## config.mk

```make
export PLATFORM = sky130hd
export DESIGN_NAME = algebraic_formula_lexer_unit
export DESIGN_NICKNAME = d
export VERILOG_FILES = /design/src/hw/rtl/afl_pkg.sv /design/src/hw/rtl/algebraic_formula_lexer_unit.sv
export SDC_FILE = /design/constraint.sdc
export NUM_CORES = 1
export LEC_CHECK = 0
export ABC_AREA = 1
export BUFFER_PORTS_ARGS = -buffer_cell sky130_fd_sc_hd__buf_4
export CELL_PAD_IN_SITES_DETAIL_PLACEMENT = 2
export CELL_PAD_IN_SITES_GLOBAL_PLACEMENT = 2
export CORE_MARGIN = 2
export CORE_UTILIZATION = 30
export DETAILED_ROUTE_END_ITERATION = 10
export HOLD_SLACK_MARGIN = 0.08
export PLACE_DENSITY = 0.64
export SLEW_MARGIN = 20
export SYNTH_ARGS = -nofsm -noshare
export SYNTH_HDL_FRONTEND = slang
export SYNTH_SLANG_ARGS = --single-unit
```

## constraint.sdc

```tcl
create_clock -name clk_i -period 9 [get_ports clk_i]
set_input_delay 0.45 -clock clk_i [delete_from_list [all_inputs] [get_ports clk_i]]
set_output_delay 0.45 -clock clk_i [all_outputs]
set_load 0.01 [all_outputs]
```

## src/hw/rtl/afl_pkg.sv

```systemverilog
`default_nettype none

package afl_pkg;

  // Lexer states
  typedef enum logic [3:0] {
    ST_START   = 4'd0,
    ST_NUM     = 4'd1,
    ST_IDENT   = 4'd2,
    ST_SLASH   = 4'd3,
    ST_BSLASH  = 4'd4,
    ST_LT      = 4'd5,
    ST_GT      = 4'd6,
    ST_EQ      = 4'd7,
    ST_EQEQ    = 4'd8,
    ST_COMMENT = 4'd9,
    ST_UNDER   = 4'd10
  } afl_state_e;

  // Token kinds
  localparam logic [4:0] K_END    = 5'd0;
  localparam logic [4:0] K_TILDE  = 5'd1;
  localparam logic [4:0] K_PLUS   = 5'd2;
  localparam logic [4:0] K_MINUS  = 5'd3;
  localparam logic [4:0] K_STAR   = 5'd4;
  localparam logic [4:0] K_CARET  = 5'd5;
  localparam logic [4:0] K_LPAR   = 5'd6;
  localparam logic [4:0] K_RPAR   = 5'd7;
  localparam logic [4:0] K_LBRK   = 5'd8;
  localparam logic [4:0] K_RBRK   = 5'd9;
  localparam logic [4:0] K_COMMA  = 5'd10;
  localparam logic [4:0] K_DOLLAR = 5'd11;
  localparam logic [4:0] K_PCT    = 5'd12;
  localparam logic [4:0] K_ROOT   = 5'd13;
  localparam logic [4:0] K_ERR    = 5'd14;
  localparam logic [4:0] K_NUM    = 5'd15;
  localparam logic [4:0] K_VAR    = 5'd16;
  localparam logic [4:0] K_AND    = 5'd17;
  localparam logic [4:0] K_OR     = 5'd18;
  localparam logic [4:0] K_RELOP  = 5'd19;
  localparam logic [4:0] K_DIV    = 5'd20;
  localparam logic [4:0] K_IMPL   = 5'd21;
  localparam logic [4:0] K_TRUE   = 5'd22;
  localparam logic [4:0] K_FALSE  = 5'd23;
  localparam logic [4:0] K_QF     = 5'd24;

  // Subkinds
  localparam logic [2:0] SUB_NONE = 3'd0;
  localparam logic [2:0] SUB_LT   = 3'd0;
  localparam logic [2:0] SUB_LE   = 3'd1;
  localparam logic [2:0] SUB_GT   = 3'd2;
  localparam logic [2:0] SUB_GE   = 3'd3;
  localparam logic [2:0] SUB_EQ   = 3'd4;
  localparam logic [2:0] SUB_NE   = 3'd5;
  localparam logic [2:0] SUB_EX   = 3'd0;
  localparam logic [2:0] SUB_ALL  = 3'd1;

  // Keyword slots: true, false, ex, all
  localparam int unsigned KW_NUM = 4;
  localparam logic [2:0] KW_LEN [KW_NUM] = '{3'd4, 3'd5, 3'd2, 3'd3};
  localparam logic [2:0] ROOT_LEN = 3'd6;
  localparam logic [2:0] PROG_MAX = 3'd7;

  // Output queue
  localparam int unsigned FIFO_DEPTH = 4;
  localparam int unsigned PTR_W      = 2;
  localparam int unsigned CNT_W      = 3;

  localparam int unsigned OUT_POS_W  = 16;
  localparam int unsigned OUT_DATA_W = 72;

  typedef struct packed {
    logic                 last;
    logic [OUT_POS_W-1:0] end_column;
    logic [OUT_POS_W-1:0] end_line;
    logic [OUT_POS_W-1:0] start_column;
    logic [OUT_POS_W-1:0] start_line;
    logic [2:0]           token_subkind;
    logic [4:0]           token_kind;
  } afl_token_t;

endpackage

`default_nettype wire

```

## src/hw/rtl/algebraic_formula_lexer_unit.sv

```systemverilog
// Formula lexer: one character (or end-of-input mark) per request in, tokens out.
// Input channel s_axis: tdata[7:0] is the character, tuser is the end-of-input
// flag. Output channel m_axis: one token per request, tdata carries kind,
// subkind and start/end line and column, tlast marks the final token that
// one input request caused. An input gives zero, one or two tokens.
// A token is written into the token queue when its input is taken and is read
// out from the queue head. Throughput: one character per cycle while s_axis_tready
// is high; the lexer step is a single pass of combinational logic from the state
// registers into a four-entry token queue. A two-token input needs two transfers.
// s_axis_tready is high while the queue has room for two tokens, so the
// input keeps flowing while a finished token waits on the output.
// When the receiver stalls, tokens stay in the queue and the input stops once
// fewer than two slots are free; nothing is dropped.
// Reset (rst_ni low) empties the queue, returns to the start state and sets
// line and column to 1. Positions saturate at 2**POSITION_BITS-1 and are
// reported in their low 16 bits.
`default_nettype none

module algebraic_formula_lexer_unit #(
  parameter int unsigned POSITION_BITS = 16
) (
  input  logic        clk_i,
  input  logic        rst_ni,
  input  logic        s_axis_tvalid,
  output logic        s_axis_tready,
  input  logic [7:0]  s_axis_tdata,   // [7:0] character
  input  logic        s_axis_tuser,   // [0] end_of_input
  output logic        m_axis_tvalid,
  input  logic        m_axis_tready,
  // [4:0] token_kind, [7:5] token_subkind, [23:8] start_line,
  // [39:24] start_column, [55:40] end_line, [71:56] end_column
  output logic [afl_pkg::OUT_DATA_W-1:0] m_axis_tdata,
  output logic        m_axis_tlast
);

  localparam int unsigned PW = POSITION_BITS;
  localparam logic [PW-1:0] POS_ONE = PW'(1);
  localparam logic [PW-1:0] POS_MAX = {PW{1'b1}};

  afl_pkg::afl_state_e state_q, state_d;
  logic [PW-1:0] tsl_q, tsl_d, tsc_q, tsc_d;
  logic [PW-1:0] next_line_q, next_col_q, prev_line_q, prev_col_q;
  logic [2:0]    prog_q, prog_d;
  logic [3:0]    kw_q, kw_d;

  afl_pkg::afl_token_t fifo_q [afl_pkg::FIFO_DEPTH];
  logic [afl_pkg::PTR_W-1:0] wr_q, rd_q;
  logic [afl_pkg::CNT_W-1:0] cnt_q, cnt_d;

  logic in_fire, out_fire;
  logic [7:0] ch;
  logic eof;
  logic [PW-1:0] ln, cl;
  logic redo, run_start;
  logic t0_v, t1_v;
  afl_pkg::afl_token_t t0, t1, first_tok;
  logic push_first, push_second;
  logic [1:0] n_push;

  function automatic logic [7:0] kw_char(input logic [1:0] k, input logic [2:0] p);
    logic [7:0] r;
    r = 8'h00;
    case ({k, p})
      {2'd0, 3'd0}: r = "t";
      {2'd0, 3'd1}: r = "r";
      {2'd0, 3'd2}: r = "u";
      {2'd0, 3'd3}: r = "e";
      {2'd1, 3'd0}: r = "f";
      {2'd1, 3'd1}: r = "a";
      {2'd1, 3'd2}: r = "l";
      {2'd1, 3'd3}: r = "s";
      {2'd1, 3'd4}: r = "e";
      {2'd2, 3'd0}: r = "e";
      {2'd2, 3'd1}: r = "x";
      {2'd3, 3'd0}: r = "a";
      {2'd3, 3'd1}: r = "l";
      {2'd3, 3'd2}: r = "l";
      default:      r = 8'h00;
    endcase
    return r;
  endfunction

  function automatic logic [7:0] root_char(input logic [2:0] p);
    logic [7:0] r;
    r = 8'h00;
    case (p)
      3'd0:    r = "_";
      3'd1:    r = "r";
      3'd2:    r = "o";
      3'd3:    r = "o";
      3'd4:    r = "t";
      3'd5:    r = "_";
      default: r = 8'h00;
    endcase
    return r;
  endfunction

  // Drop keyword candidates that do not match the character at position p
  function automatic logic [3:0] kw_keep(input logic [3:0] cand, input logic [2:0] p,
                                         input logic [7:0] c);
    logic [3:0] r;
    for (int k = 0; k < afl_pkg::KW_NUM; k++) begin
      r[k] = cand[k] && (p < afl_pkg::KW_LEN[k]) && (kw_char(2'(k), p) == c);
    end
    return r;
  endfunction

  function automatic logic is_digit(input logic [7:0] c);
    return (c >= "0") && (c <= "9");
  endfunction

  function automatic logic is_alpha(input logic [7:0] c);
    return ((c >= "a") && (c <= "z")) || ((c >= "A") && (c <= "Z"));
  endfunction

  function automatic logic [PW-1:0] sat_inc(input logic [PW-1:0] v);
    return (v == POS_MAX) ? v : v + POS_ONE;
  endfunction

  function automatic afl_pkg::afl_token_t mk_tok(
    input logic [4:0] kind, input logic [2:0] sub,
    input logic [PW-1:0] sl, input logic [PW-1:0] sc,
    input logic [PW-1:0] el, input logic [PW-1:0] ec);
    afl_pkg::afl_token_t t;
    t.token_kind    = kind;
    t.token_subkind = sub;
    t.start_line    = afl_pkg::OUT_POS_W'(sl);
    t.start_column  = afl_pkg::OUT_POS_W'(sc);
    t.end_line      = afl_pkg::OUT_POS_W'(el);
    t.end_column    = afl_pkg::OUT_POS_W'(ec);
    t.last          = 1'b0;
    return t;
  endfunction

  assign in_fire  = s_axis_tvalid && s_axis_tready;
  assign out_fire = m_axis_tvalid && m_axis_tready;
  assign ch  = s_axis_tdata;
  assign eof = s_axis_tuser;
  assign ln  = next_line_q;
  assign cl  = next_col_q;

  // Next state and tokens for one character: continuation pass, then start pass
  always_comb begin
    state_d   = state_q;
    tsl_d     = tsl_q;
    tsc_d     = tsc_q;
    prog_d    = prog_q;
    kw_d      = kw_q;
    redo      = 1'b0;
    run_start = 1'b0;
    t0_v      = 1'b0;
    t1_v      = 1'b0;
    t0        = '0;
    t1        = '0;

    if (in_fire) begin
      state_d = afl_pkg::ST_START;
      unique case (state_q)
        afl_pkg::ST_START: run_start = 1'b1;
        afl_pkg::ST_NUM: begin
          if (!eof && is_digit(ch)) begin
            state_d = afl_pkg::ST_NUM;
          end else begin
            t0_v = 1'b1;
            t0   = mk_tok(afl_pkg::K_NUM, afl_pkg::SUB_NONE, tsl_q, tsc_q,
                          prev_line_q, prev_col_q);
            redo = 1'b1;
          end
        end
        afl_pkg::ST_IDENT: begin
          if (!eof && (is_digit(ch) || is_alpha(ch) || ch == "_")) begin
            kw_d    = kw_keep(kw_q, prog_q, ch);
            prog_d  = (prog_q < afl_pkg::PROG_MAX) ? prog_q + 3'd1 : afl_pkg::PROG_MAX;
            state_d = afl_pkg::ST_IDENT;
          end else begin
            t0_v = 1'b1;
            t0   = mk_tok(afl_pkg::K_VAR, afl_pkg::SUB_NONE, tsl_q, tsc_q,
                          prev_line_q, prev_col_q);
            // classify a finished identifier against the surviving keywords
            for (int k = 0; k < afl_pkg::KW_NUM; k++) begin
              if (kw_q[k] && afl_pkg::KW_LEN[k] == prog_q) begin
                case (k)
                  0: t0.token_kind = afl_pkg::K_TRUE;
                  1: t0.token_kind = afl_pkg::K_FALSE;
                  2: begin
                    t0.token_kind    = afl_pkg::K_QF;
                    t0.token_subkind = afl_pkg::SUB_EX;
                  end
                  default: begin
                    t0.token_kind    = afl_pkg::K_QF;
                    t0.token_subkind = afl_pkg::SUB_ALL;
                  end
                endcase
              end
            end
            redo = 1'b1;
          end
        end
        afl_pkg::ST_SLASH: begin
          t0_v = 1'b1;
          if (!eof && ch == "\\") begin
            t0 = mk_tok(afl_pkg::K_AND, afl_pkg::SUB_NONE, tsl_q, tsc_q, ln, cl);
          end else if (!eof && ch == "=") begin
            t0 = mk_tok(afl_pkg::K_RELOP, afl_pkg::SUB_NE, tsl_q, tsc_q, ln, cl);
          end else begin
            t0   = mk_tok(afl_pkg::K_DIV, afl_pkg::SUB_NONE, tsl_q, tsc_q,
                          prev_line_q, prev_col_q);
            redo = 1'b1;
          end
        end
        afl_pkg::ST_BSLASH: begin
          t0_v = 1'b1;
          if (!eof && ch == "/") begin
            t0 = mk_tok(afl_pkg::K_OR, afl_pkg::SUB_NONE, tsl_q, tsc_q, ln, cl);
          end else begin
            t0   = mk_tok(afl_pkg::K_ERR, afl_pkg::SUB_NONE, tsl_q, tsc_q, ln, cl);
            redo = eof;
          end
        end
        afl_pkg::ST_LT: begin
          t0_v = 1'b1;
          if (!eof && ch == "=") begin
            t0 = mk_tok(afl_pkg::K_RELOP, afl_pkg::SUB_LE, tsl_q, tsc_q, ln, cl);
          end else if (!eof && ch == ">") begin
            t0 = mk_tok(afl_pkg::K_RELOP, afl_pkg::SUB_NE, tsl_q, tsc_q, ln, cl);
          end else begin
            t0   = mk_tok(afl_pkg::K_RELOP, afl_pkg::SUB_LT, tsl_q, tsc_q,
                          prev_line_q, prev_col_q);
            redo = 1'b1;
          end
        end
        afl_pkg::ST_GT: begin
          t0_v = 1'b1;
          if (!eof && ch == "=") begin
            t0 = mk_tok(afl_pkg::K_RELOP, afl_pkg::SUB_GE, tsl_q, tsc_q, ln, cl);
          end else begin
            t0   = mk_tok(afl_pkg::K_RELOP, afl_pkg::SUB_GT, tsl_q, tsc_q,
                          prev_line_q, prev_col_q);
            redo = 1'b1;
          end
        end
        afl_pkg::ST_EQ: begin
          if (!eof && ch == "=") begin
            state_d = afl_pkg::ST_EQEQ;
          end else begin
            t0_v = 1'b1;
            t0   = mk_tok(afl_pkg::K_RELOP, afl_pkg::SUB_EQ, tsl_q, tsc_q,
                          prev_line_q, prev_col_q);
            redo = 1'b1;
          end
        end
        afl_pkg::ST_EQEQ: begin
          t0_v = 1'b1;
          if (!eof && ch == ">") begin
            t0 = mk_tok(afl_pkg::K_IMPL, afl_pkg::SUB_NONE, tsl_q, tsc_q, ln, cl);
          end else begin
            t0   = mk_tok(afl_pkg::K_ERR, afl_pkg::SUB_NONE, tsl_q, tsc_q, ln, cl);
            redo = eof;
          end
        end
        afl_pkg::ST_COMMENT: begin
          if (eof || ch == 8'h0A) begin
            redo = 1'b1;
          end else begin
            state_d = afl_pkg::ST_COMMENT;
          end
        end
        afl_pkg::ST_UNDER: begin
          if (!eof && prog_q < afl_pkg::ROOT_LEN && root_char(prog_q) == ch) begin
            prog_d = prog_q + 3'd1;
            if (prog_q + 3'd1 >= afl_pkg::ROOT_LEN) begin
              t0_v = 1'b1;
              t0   = mk_tok(afl_pkg::K_ROOT, afl_pkg::SUB_NONE, tsl_q, tsc_q, ln, cl);
            end else begin
              state_d = afl_pkg::ST_UNDER;
            end
          end else begin
            t0_v = 1'b1;
            t0   = mk_tok(afl_pkg::K_ERR, afl_pkg::SUB_NONE, tsl_q, tsc_q, ln, cl);
            redo = eof;
          end
        end
        default: run_start = 1'b1;
      endcase

      // Start a new token with this character
      if (run_start || redo) begin
        tsl_d = ln;
        tsc_d = cl;
        if (eof) begin
          t1_v = 1'b1;
          t1   = mk_tok(afl_pkg::K_END, afl_pkg::SUB_NONE, ln, cl, ln, cl);
        end else if (is_digit(ch)) begin
          state_d = afl_pkg::ST_NUM;
        end else if (is_alpha(ch)) begin
          kw_d    = kw_keep(4'hF, 3'd0, ch);
          prog_d  = 3'd1;
          state_d = afl_pkg::ST_IDENT;
        end else begin
          case (ch) inside
            "/":  state_d = afl_pkg::ST_SLASH;
            "\\": state_d = afl_pkg::ST_BSLASH;
            "<":  state_d = afl_pkg::ST_LT;
            ">":  state_d = afl_pkg::ST_GT;
            "=":  state_d = afl_pkg::ST_EQ;
            " ", [8'h09:8'h0D]: ;
            "#":  state_d = afl_pkg::ST_COMMENT;
            "_": begin
              prog_d  = 3'd1;
              state_d = afl_pkg::ST_UNDER;
            end
            default: begin
              t1_v = 1'b1;
              t1   = mk_tok(afl_pkg::K_ERR, afl_pkg::SUB_NONE, ln, cl, ln, cl);
              case (ch)
                "~":     t1.token_kind = afl_pkg::K_TILDE;
                "+":     t1.token_kind = afl_pkg::K_PLUS;
                "-":     t1.token_kind = afl_pkg::K_MINUS;
                "*":     t1.token_kind = afl_pkg::K_STAR;
                "^":     t1.token_kind = afl_pkg::K_CARET;
                "(":     t1.token_kind = afl_pkg::K_LPAR;
                ")":     t1.token_kind = afl_pkg::K_RPAR;
                "[":     t1.token_kind = afl_pkg::K_LBRK;
                "]":     t1.token_kind = afl_pkg::K_RBRK;
                ",":     t1.token_kind = afl_pkg::K_COMMA;
                "$":     t1.token_kind = afl_pkg::K_DOLLAR;
                "%":     t1.token_kind = afl_pkg::K_PCT;
                default: t1.token_kind = afl_pkg::K_ERR;
              endcase
            end
          endcase
        end
      end
    end

    t0.last = !t1_v;
    t1.last = 1'b1;
  end

  // Queue write control
  always_comb begin
    first_tok   = t0_v ? t0 : t1;
    push_first  = in_fire && (t0_v || t1_v);
    push_second = in_fire && t0_v && t1_v;
    n_push      = {1'b0, push_first} + {1'b0, push_second};
    cnt_d       = cnt_q + afl_pkg::CNT_W'(n_push) - afl_pkg::CNT_W'(out_fire);
  end

  assign s_axis_tready = (cnt_q <= afl_pkg::CNT_W'(afl_pkg::FIFO_DEPTH - 2));
  assign m_axis_tvalid = (cnt_q != '0);
  assign m_axis_tdata  = {fifo_q[rd_q].end_column, fifo_q[rd_q].end_line,
                          fifo_q[rd_q].start_column, fifo_q[rd_q].start_line,
                          fifo_q[rd_q].token_subkind, fifo_q[rd_q].token_kind};
  assign m_axis_tlast  = fifo_q[rd_q].last;

  // Lexer state register
  always_ff @(posedge clk_i or negedge rst_ni) begin
    if (!rst_ni) begin
      state_q <= afl_pkg::ST_START;
    end else begin
      state_q <= state_d;
    end
  end

  // Positions and keyword tracking
  always_ff @(posedge clk_i or negedge rst_ni) begin
    if (!rst_ni) begin
      tsl_q       <= POS_ONE;
      tsc_q       <= POS_ONE;
      next_line_q <= POS_ONE;
      next_col_q  <= POS_ONE;
      prev_line_q <= POS_ONE;
      prev_col_q  <= POS_ONE;
      prog_q      <= 3'd0;
      kw_q        <= 4'hF;
    end else if (in_fire) begin
      tsl_q       <= tsl_d;
      tsc_q       <= tsc_d;
      prog_q      <= prog_d;
      kw_q        <= kw_d;
      prev_line_q <= ln;
      prev_col_q  <= cl;
      if (!eof && ch == 8'h0A) begin
        next_line_q <= sat_inc(ln);
        next_col_q  <= POS_ONE;
      end else begin
        next_col_q  <= sat_inc(cl);
      end
    end
  end

  // Queue pointers
  always_ff @(posedge clk_i or negedge rst_ni) begin
    if (!rst_ni) begin
      wr_q  <= '0;
      rd_q  <= '0;
      cnt_q <= '0;
    end else begin
      wr_q  <= wr_q + afl_pkg::PTR_W'(n_push);
      cnt_q <= cnt_d;
      if (out_fire) begin
        rd_q <= rd_q + afl_pkg::PTR_W'(1);
      end
    end
  end

  // Queue storage
  always_ff @(posedge clk_i) begin
    if (push_first) begin
      fifo_q[wr_q] <= first_tok;
    end
    if (push_second) begin
      fifo_q[wr_q + afl_pkg::PTR_W'(1)] <= t1;
    end
  end

endmodule

`default_nettype wire

```

Yosys cells after proc, flatten, opt, wreduce, memory -nomap -nowiden
Memory sizes are Yosys's and may differ from the RTL's.
Index checks and enable logic that the tools add are counted.

word-level totals
  register bits = 114
  bits in writable memories = 292
  bits of input ports = 13
  output and inout bits = 75
  logic and storage cells = 291
  memories = 1

memories
  memory  depth  width  read ports  clocked after Yosys merged registers in  write ports  line                                source
  fifo_q  4      73     1           0                                        2            algebraic_formula_lexer_unit.sv:46  afl_pkg::afl_token_t fifo_q [afl_pkg::FIFO_DEPTH];

cells by class
  add/sub/neg operators = 9
  $lt $le $gt $ge = 16
  eq/ne operators = 52
  multiplexer cells = 150
  bitwise gates (word level) = 1
  reduce and logical (&&, ||, !) cells = 50

operators by type and width
  cell                                                                               number
  72-bit two-way mux                                                                 24
  72-bit case mux with 9 select lines                                                1
  8-bit two-way mux                                                                  36
  8-bit by 6-bit == test with 1-bit output (second input constant)                   14
  4-bit two-way mux                                                                  22
  73-bit two-way mux                                                                 1
  8-bit == test                                                                      9
  7-bit case mux with 4 select lines                                                 2
  8-bit by 7-bit == test with 1-bit output (second input constant)                   6
  3-bit two-way mux                                                                  16
  4-bit case mux with 12 select lines                                                1
  7-bit case mux with 5 select lines                                                 1
  1-bit two-way mux                                                                  34
  16-bit by 1-bit adder with 16-bit output (second input constant)                   2
  16-bit == test (second input constant)                                             2
  16-bit two-way mux                                                                 2
  1-bit logical AND                                                                  30
  7-bit case mux with 2 select lines                                                 2
  4-bit case mux with 5 select lines                                                 1
  4-bit by 3-bit == test with 1-bit output (second input constant)                   4
  8-bit by 7-bit >= comparator with 1-bit output (second input constant)             2
  8-bit by 7-bit less-or-equal comparator with 1-bit output (second input constant)  2
  5-bit two-way mux                                                                  3
  4-bit == test (second input constant)                                              3
  37 further kinds                                                                   58

Depth between registers and ports, before layout
  word-level depth = 21
  mapped depth = 27
  mapped depth without buffers = 23

Worst setup path after synthesis
Ideal clock, no wire load.

  path type = register -> register
  start point = reg prog_q[0]
  end point = mem fifo_q[2][0] in the netlist's numbering (enable)
  library setup time = 428 ps
  arrival = 3842 ps
  slack = 4730 ps
  cell stages (with the launch flop) = 17
  clock period less this slack = 4270 ps
  path through = dfrtp_1 ha_1 ha_1 inv_1 nand2_1 nor2_1 nand2_1 xor2_1 nand3_1 o21ai_1 nand2_1 nand2_2 buf_6 nor2_4 buf_4 nand2_2 nand2_1

RTL lines
  element                 line                                 source
  from (decl)             algebraic_formula_lexer_unit.sv:43   logic [2:0] prog_q, prog_d;
  from (signal assigned)  algebraic_formula_lexer_unit.sv:379  prog_q <= prog_d;
  to (decl)               algebraic_formula_lexer_unit.sv:46

==> key figures <==
Floorplan
  – IO Count: 88
  – Initial Util: 30.4%
  – Area of the core: ~78000 µm²
  – Row cnt: 102
  – Die X: around 280 µm
  – Die Y-Extent: 284 µm
  – Die ar.: 80900 µm²

Place
  – Placed insts: approximately 4000
  – Port-buffer cells: 87
  – Final Wtd Congestion: around 0.80
  – Final HPWL DP: between 60 and 70 mm

Logic synthesis
  – EDFF count, synth: 272
  – Synth top cells by count: nand2_1, nand3_1, nor2_1, o21ai_0, edfxtp_1
  – Asr flop ratio synth: 28.1%
  – Sequential cell area fraction in the yosys report: 48.5%
  – Compound-cell area share of the yosys netlist: between 10 and 15%
  – Unique masters post-synth: 48
  – Most instantiated library cell after synthesis: nand2_1
  – Mapped Nets: approximately 3200
  – Ys flop type: edfxtp_1
  – Synth Area in XOR/XNOR: 0.928%
  – Post-Synth Simple-Gate Area: 31.9%
  – Syn Std Cell Area: 23600 µm²
  – Area leader, netlist: edfxtp_1
  – Synth top area cells: edfxtp_1, nand2_1, dfrtp_1
  – Syn Inst Count: 3137
  – Synthesized flop and latch total: 406
  – Top-area cell type share of the netlist area: 34.6%
  – Yosys warning total: 0
  – Post-Synth Adder-Cell Area: 0.668%
  – Largest family of logic cells by synthesized area: simple AND/OR/NAND/NOR gates
  – Multiplexer share of the synthesized area: 0%
  – Syn avg cell area: ~7.5 µm²

GRT
  – First-pass GRT wire length: 154 mm
  – GRT Residual Overflow: 0
  – Vias in the first global route: 24819
  – Total track usage: 24.6%
  – Initial antenna violation count: 0
  – Largest net degree at the start of global routing: 92

CTS
  – CTS tree: done
  – Worst-case clock buffer depth: 3
  – Skew-Pair Late Insertion Delay: 0.63 ns
  – Post-CTS setup buffers: 0
  – Clk pin slew, worst setup/hold paths: approximately 0.06 ns
  – CTS Sinks: 406
  – CTS H-Tree Depth: 2
  – CTS root buf: clkbuf_16
  – CTS Buf Count: 51

Setup path
  – R2r setup slk: 3.21 ns
  – R2r endpoint: fifo_q[0][69]
  – Worst EP required: 9.45 ns
  – CP Depth: 17
  – Cell family with most CP delay: buffers and inverters
  – Crit path cell chain: inv_1 > ha_1 > inv_1 > nand2_1 > nor2_1 > nand2_1 > xor2_1 > nand3_1 > o21ai_1 > nand2_1 > nand2_2 > buf_4 > nor2_4 > buf_4 > buf_4 > nand3_1 > nand2_1
  – Most frequent CP cell: nand2_1
  – CP Capture Type: register
  – Critical Path End: fifo_q[0][69]
  – Worst-path maximum fanout: just under 70
  – Slowest CP cell: buf_4
  – Setup crit start: prog_q[2]
  – WP data arrival: around 6.2 ns
  – Crit start category: register
  – Reg2Reg Depth: 17
  – Reg2reg start: prog_q[2]
  – Worst path max stage delay: approximately 0.8 ns
  – WP buf/inv: 5
  – Crit path kind: register to register

Route
  – DRT Pass-1 Iters: 5
  – Starting DRT DRC Count: 1219
  – Vias per cell: 5.37
  – # DRC: 0
  – DRT antenna net count: 0
  – WL per Instance: 23.7 µm
  – Vias: about 23000
  – Drt total wl: 99.8 mm

STA
  – # setup viols final: 0
  – Fin. Hold Viols: 0
  – Rel. slew slack: 27.1%
  – Max Slew Vio Count: 0
  – Final setup TNS: 0 ns
  – Final Critical Period: 5.79 ns
  – Fmax: around 170 MHz
  – Measured slew at the worst slew-check pin: 1.09 ns
  – Clock Skew: approximately 0.054 ns
  – RSZ-0062 raised after global routing: false
  – Final period utilization: 64.3%

Layout
  – Final #Nets: around 3200
  – Multi-input gate area: 10700 µm²
  – FF+latch area: 11400 µm²
  – Layout cell share with drive strength beyond 1: about a tenth
  – Filler cell count: 9124
  – Cell Count, Final, Fillers Out: about 4200
  – Area delta synth->final: 13.3%

Pwr
  – Power per standard cell area: 324 nW/µm²
  – Maximum vdd drop: 0.136 mV
  – Leakage: 12.1 nW

Hold path
  – Type of the most critical hold path: primary input to register

Flow run
  – Maxcap violations: 0

Outcome
  – Status: finished, final reports clean
## stage by stage
stage | instance area [µm²] | hold slack, ns | utilization [%] | setup WS [ns] | power (W)
2_1_floorplan | 23600 | 0.154 | - | 4.73 | 0.00484
3_3_place_gp | 25000 | 0.444 | 32.3 | 3.38 | 0.00652
3_5_place_dp | 25000 | 0.459 | 32.3 | 3.26 | 0.00665
6_report | 26700 | 0.328 | 34.4 | 3.21 | 0.00865
4_1_cts | 26700 | 0.312 | 34.4 | 3.27 | 0.00876
5_1_grt | 26700 | 0.354 | 34.4 | 2.77 | 0.00918
## registers in the layout, summed over array words and instances (netlist names)
name / flops
ln: 16
tsc_q: 16
prog_q: 3
tsl_q: 16
state_q: 4
fifo_q: 292
prev_col_q: 16
kw_q: 4
cl: 16
prev_line_q: 16
cnt_q: 3
rd_q: 2
wr_q: 2
## what timing repair did
action                                 in CTS  in global routing
hold buffers                                1                  0
endpoints found under the hold margin      49                  0
gates resized for setup                     0                  0
## where the power goes
group	internal [W]	switching (W)	total, W
Clock	0.00122	0.000863	0.00208
Sequential	0.00245	0.000281	0.00273
Combinational	0.00102	0.00282	0.00384
## final cells by class
cell class	instances	area share [%]
Sequential cell	406	42.8
Multi-Input combinational cell	2361	39.9
Clock inverter	27	1.11
Inverter	180	2.56
Timing Repair Buffer	128	3.61
Antenna cell	1	0.00937
Tap cell	1040	4.87
Clock buffer	68	5.13
## worst min path at each step
stage             startpoint       endpoint  slack (ns)  cells after the start
2_1_floorplan         rst_ni         cl[10]        0.15                      0
3_3_place_gp   fifo_q[2][72]  fifo_q[2][72]        0.44                      2
3_5_place_dp   fifo_q[1][72]  fifo_q[1][72]        0.46                      2
4_1_cts        m_axis_tready        rd_q[1]        0.31                      4
5_1_grt        m_axis_tready        rd_q[1]        0.35                      4
6_report       m_axis_tready        rd_q[0]        0.33                      3
## cell families (layout without fill, tap and decap cells)
logic type               Yosys count  in the layout
AND/OR/NAND/NOR                 1836           1836
adder cells (fa/ha/maj)           12             12
buffers and inverters            370            403
XOR/XNOR                          25             25
flip-flops                       406            406
AO/OA/AOI/OAI                    488            488
other                              0              1
## layout by cell type, fill, tap and decap left out, types with 17 or more instances in the layout
cell	Yosys	layout
nand2_1	1153	1147
nand3_1	297	297
nor2_1	293	291
o21ai_0	284	284
edfxtp_1	272	272
inv_1	137	133
buf_4	13	127
dfrtp_1	104	102
o22ai_1	84	84
clkbuf_16	0	52
a21oi_1	49	49
inv_2	41	39
o211ai_1	27	27
nor3_1	24	24
xor2_1	22	22
dfxtp_1	20	20
nand4_1	18	18
nand2_2	15	17
o21bai_1	17	17
## per-layer routing
| layer | wire length, µm | global-route usage [%] | up-vias |
|---|---|---|---|
| met5 | 0 | 0 | - |
| met1 | 46400 | 32.9 | 11692 |
| met3 | 2840 | 2.16 | 122 |
| met2 | 48500 | 42.8 | 369 |
| li1 | - | - | 10425 |
| met4 | 2110 | 5.89 | 0 |
## worst reg2reg max path, stage by stage (launching register included)
cell	delay, ns
dfrtp_1	0.58
inv_1	0.30
ha_1	0.34
inv_1	0.17
nand2_1	0.14
nor2_1	0.18
nand2_1	0.13
xor2_1	0.18
nand3_1	0.32
o21ai_1	0.14
nand2_1	0.14
nand2_2	0.05
buf_4	0.33
nor2_4	0.78
buf_4	0.59
buf_4	0.86
nand3_1	0.29
nand2_1	0.16
(Power assumes the default switching activity.)
